`config.mk`:
```
export PLATFORM = sky130hd
export DESIGN_NAME = csn_root_cell
export DESIGN_NICKNAME = d
export VERILOG_FILES = /design/src/rtl/csn_pkg.sv /design/src/rtl/csn_root_cell.sv
export SDC_FILE = /design/constraint.sdc
export NUM_CORES = 1
export LEC_CHECK = 0
export ABC_AREA = 1
export BUFFER_PORTS_ARGS = -buffer_cell sky130_fd_sc_hd__buf_2
export CORE_AREA = 4 4 152 154
export DETAILED_ROUTE_END_ITERATION = 12
export DIE_AREA = 0 0 156 158
export PLACE_DENSITY_LB_ADDON = 0.12
export SYNTH_ARGS = -nofsm -noshare
export SYNTH_HDL_FRONTEND = slang
export SYNTH_SLANG_ARGS = --single-unit
```
`constraint.sdc`:
```
create_clock -name clock -period 3.7 [get_ports clock]
set_clock_uncertainty 0.05 [all_clocks]
set_input_delay 0.555 -clock clock [delete_from_list [all_inputs] [get_ports clock]]
set_output_delay 0.555 -clock clock [all_outputs]
set_load 0.03 [all_outputs]
```
`src/rtl/csn_pkg.sv`:
```
// Package for the cone surface normal block: transfer types, fixed-point widths,
// region codes and register indexes. It has no dependencies.
package csn_pkg;

   localparam int CoordWidth = 32;
   localparam int FracBits   = 16;
   localparam int TolWidth   = 16;
   localparam int RadWidth   = 2 * CoordWidth;
   localparam int RemWidth   = CoordWidth + 2;
   localparam int CsrAddrWidth = 2;

   localparam logic [1:0] REGION_SIDE   = 2'd0;
   localparam logic [1:0] REGION_TOP    = 2'd1;
   localparam logic [1:0] REGION_BOTTOM = 2'd2;

   localparam logic [CsrAddrWidth-1:0] REG_CONE_MIN  = 2'd0;
   localparam logic [CsrAddrWidth-1:0] REG_CONE_MAX  = 2'd1;
   localparam logic [CsrAddrWidth-1:0] REG_TOLERANCE = 2'd2;

   typedef struct packed {
      logic signed [CoordWidth-1:0] px;
      logic signed [CoordWidth-1:0] py;
      logic signed [CoordWidth-1:0] pz;
   } req_type;

   typedef struct packed {
      logic signed [CoordWidth-1:0] nx;
      logic signed [CoordWidth-1:0] ny;
      logic signed [CoordWidth-1:0] nz;
      logic [1:0]                   region;
   } rsp_type;

   typedef struct packed {
      logic [RemWidth-1:0]   rem;
      logic [CoordWidth-1:0] root;
      logic [RadWidth-1:0]   rad;
   } root_step_type;

   typedef struct packed {
      logic signed [CoordWidth-1:0] x;
      logic signed [CoordWidth-1:0] z;
      logic                         y_pos;
      logic [1:0]                   region;
   } side_type;

endpackage

```
`src/rtl/csn_root_cell.sv`:
```
// One cell of the square root chain: settles one root bit per stage and passes the
// point's side data along. Depends on csn_pkg.
module csn_root_cell (
   input  logic                   clock,
   input  logic                   reset,
   input  logic                   in_valid,
   input  csn_pkg::root_step_type in_step,
   input  csn_pkg::side_type      in_side,
   output logic                   out_valid,
   output csn_pkg::root_step_type out_step,
   output csn_pkg::side_type      out_side
);
   import csn_pkg::*;

   logic          valid_ff, valid_in;
   root_step_type step_ff, step_in;
   side_type      side_ff;
   logic [RemWidth-1:0] rem_shift, trial;

   assign rem_shift = {in_step.rem[CoordWidth-1:0], in_step.rad[RadWidth-1 -: 2]};
   assign trial     = {in_step.root, 2'b01};
   assign valid_in  = in_valid;

   always_comb begin
      step_in.rad = {in_step.rad[RadWidth-3:0], 2'b00};
      if (rem_shift >= trial) begin
         step_in.rem  = rem_shift - trial;
         step_in.root = {in_step.root[CoordWidth-2:0], 1'b1};
      end else begin
         step_in.rem  = rem_shift;
         step_in.root = {in_step.root[CoordWidth-2:0], 1'b0};
      end
   end

   always_ff @(posedge clock) begin
      if (reset) begin
         valid_ff <= 1'b0;
      end else begin
         valid_ff <= valid_in;
      end
   end

   always_ff @(posedge clock) begin
      step_ff <= step_in;
      side_ff <= in_side;
   end

   assign out_valid = valid_ff;
   assign out_step  = step_ff;
   assign out_side  = side_ff;

endmodule

```
==> flow_summary.toml <==
[routing]
dr_total_vias = 6452
wirelength_um = 26100
drc = 0
dr.pass1.iters = 5
viasPerCell = 4.23
routedWlPerCell_um = 17.1
drtIter0Drc = 297
final_antenna_net_count = 0

[synth]
ys_seq_area_frac = 0.557
synthTopCellsByCount = "259 x nand2_1, 196 x dfxtp_1, 124 x inv_1"
syn_area_sq_um = 7050
synth-main-ff-cell = "dfxtp_1"
syn-instance-count = 827
ys_async_sr_fraction = 0
yosys_warnings = 0
synth.most_common_cell = "nand2_1"
synth_area_leaders = "dfxtp_1 56%, nand2_1 14%, inv_1 6.6%"
synth_top_area_cell = "dfxtp_1"
synth_top_area_frac = 0.557
synth_edf_count = 0
ys_seq_elements = 196
avgSynthCellArea_sq_um = 8.53
ys_types = 32

[layout]
n_fill_cell = 2248
drive_gt1_frac = 0.371
final_nets = 1467
area_growth_syn_to_layout_pct = 41.0
final_cells = 1527

[timing]
min_period_ns = 2.33
setup_tns_ns = 0
finalMaxSlewViolations = 0
rsz0062_at_grt = "no"
hold_viol_final = 0
setup_violations = 0
max_freq_mhz = 430
fin_crit_sh = 0.629
fin_ws_ns = 1.37

[grt]
track_usage = 0.203
antenna_found_initial = 6
grt_pass1_wl_um = 37300
grt_pass1_vias = 6341
grt_max_degree = 38
overflow = 0

[pwr]
intPower_mw = 3.59
combPwrFrac = 0.214
pwr-share-clk = 0.365
switching_share = 0.343
p_sw_mw = 1.87
p_seq_frac = 0.422
peakVddDrop_uv = 230
powerDensity_nw_per_um2 = 550
leakagePower_nw = 5.54

[die]
die_area_sq_um = 24600
die_w_um = 156
start_util = 0.325
core.rowCount = 54
io_pins = 398
core-area_sq_um = 21700
dieHeight_um = 158

[setup_path]
critPathArrivalTime_ns = 2.66
cp-end-kind = "flop"
worst_ep_required_time_ns = 4.03
startpoint_type = "primary input"
crit_fanout = 37
critPathKind = "in -> reg"

[placement]
numPortBuffers = 393
post-place-ws_ns = 0.888
gp_congestion = 0.854
place_inst = 1494
hpwl_um = 22200

[cts]
clk_path_buf_depth = 2
ctsHtreeMaxLevel = 4
post_cts_buffers = 0
cts_buffers = 17
clk_pin_slew_ns = 0.09
cts_sinks = 196
cts_resized = 0
cts_tree = "built"
ctsHoldBuffers = 0
root_buffer = "clkbuf_16"

[hold_path]
hold_class = "in -> reg"

[run]
cap_violations = 0

[status]
status = "finished clean"
==> kinds of logic (layout without fill, tap and decap cells) <==
kind of cell | count (synthesis) | after routing | share of synthesized area
other | 1 | 3 | 0.000532
flip-flops | 196 | 196 | 0.557
AO/OA/AOI/OAI | 47 | 47 | 0.0364
buffers and inverters | 133 | 551 | 0.0807
adder cells (fa/ha/maj) | 34 | 34 | 0.0603
AND/OR/NAND/NOR | 399 | 399 | 0.244
XOR/XNOR | 17 | 17 | 0.0211
==> power groups by stage <==
stage | Clock [mW] | Combinational (mW) | Sequential, mW
floorplan | 0 | 0.428 | 2.70
CTS | 2.05 | 1.18 | 2.31
detailed placement | 0 | 1.18 | 2.35
finish | 1.99 | 1.17 | 2.30
global placement | 0 | 1.18 | 2.35
global route | 2.13 | 1.27 | 2.32
==> cell usage in the layout (no fill, tap or decap), drive strengths merged <==
| master | Yosys | final |
|---|---|---|
| nand3b | 9 | 9 |
| clkbuf | 0 | 17 |
| nor3b | 1 | 1 |
| buf | 8 | 394 |
| conb | 1 | 2 |
| xor2 | 13 | 13 |
| xnor2 | 4 | 4 |
| diode | 0 | 1 |
| nor3 | 5 | 5 |
| nand4 | 8 | 8 |
| a21oi | 29 | 29 |
| a21boi | 1 | 1 |
| nand3 | 34 | 34 |
| ha | 34 | 34 |
| nor4 | 2 | 2 |
| o21a | 1 | 1 |
| nor2 | 54 | 54 |
| o21ai | 11 | 11 |
| dfxtp | 196 | 196 |
| inv | 125 | 134 |
| o21bai | 3 | 3 |
| clkinv | 0 | 6 |
| and2 | 1 | 1 |
| a21o | 2 | 2 |
| nand2 | 285 | 285 |
==> stage by stage <==
stage | instance area, sq um | total power, mW | hold slack (ns) | util
after CTS | 9940 | 5.54 | 0.140 | 0.458
after global routing | 9940 | 5.73 | 0.130 | 0.458
after global placement | 9280 | 3.53 | 0.608 | 0.428
after floorplan | 7050 | 3.13 | 0.533 | -
after detailed placement | 9280 | 3.53 | 0.609 | 0.428
final | 9940 | 5.46 | 0.155 | 0.458
==> final timing paths <==
check | start | to | slack [ns] | cells after the start
setup / recovery | in_step[85] | out_step[115] | 1.37 | 12
hold / removal | in_side[8] | out_side[8] | 0.16 | 1
==> critical path, cell delays in order <==
cell	delay, ns
buf_2	0.09
inv_1	0.04
ha_1	0.38
a21oi_2	0.24
o21ai_0	0.16
a21oi_1	0.22
nand3_2	0.13
nand2_2	0.12
nand2_8	0.19
inv_6	0.34
nand2_1	0.09
nand2_1	0.07
==> flip-flops by register name, summed over array words and instances (netlist names) <==
name,cells
out_side,67
out_step,128
out_valid,1
==> metal layers <==
layer / global-route usage / vias to the layer above / wire [um]
met5: 0 / - / 41
met4: 0.0717 / 6 / 751
met3: 0.0686 / 41 / 2050
met2: 0.345 / 221 / 12700
met1: 0.241 / 2847 / 10600
li1: - / 3337 / -
==> layout make-up <==
class	count	area [sq um]	area share
Sequential cell	196	3920	0.395
Multi-Input combinational cell	499	2560	0.258
Timing Repair Buffer	394	1970	0.199
Inverter	125	474	0.0477
Clock buffer	17	425	0.0428
Tap cell	280	350	0.0352
Clock inverter	15	229	0.0230
Antenna cell	1	2.50	0.000252
Note: power is estimated with default switching activity, not from simulation.
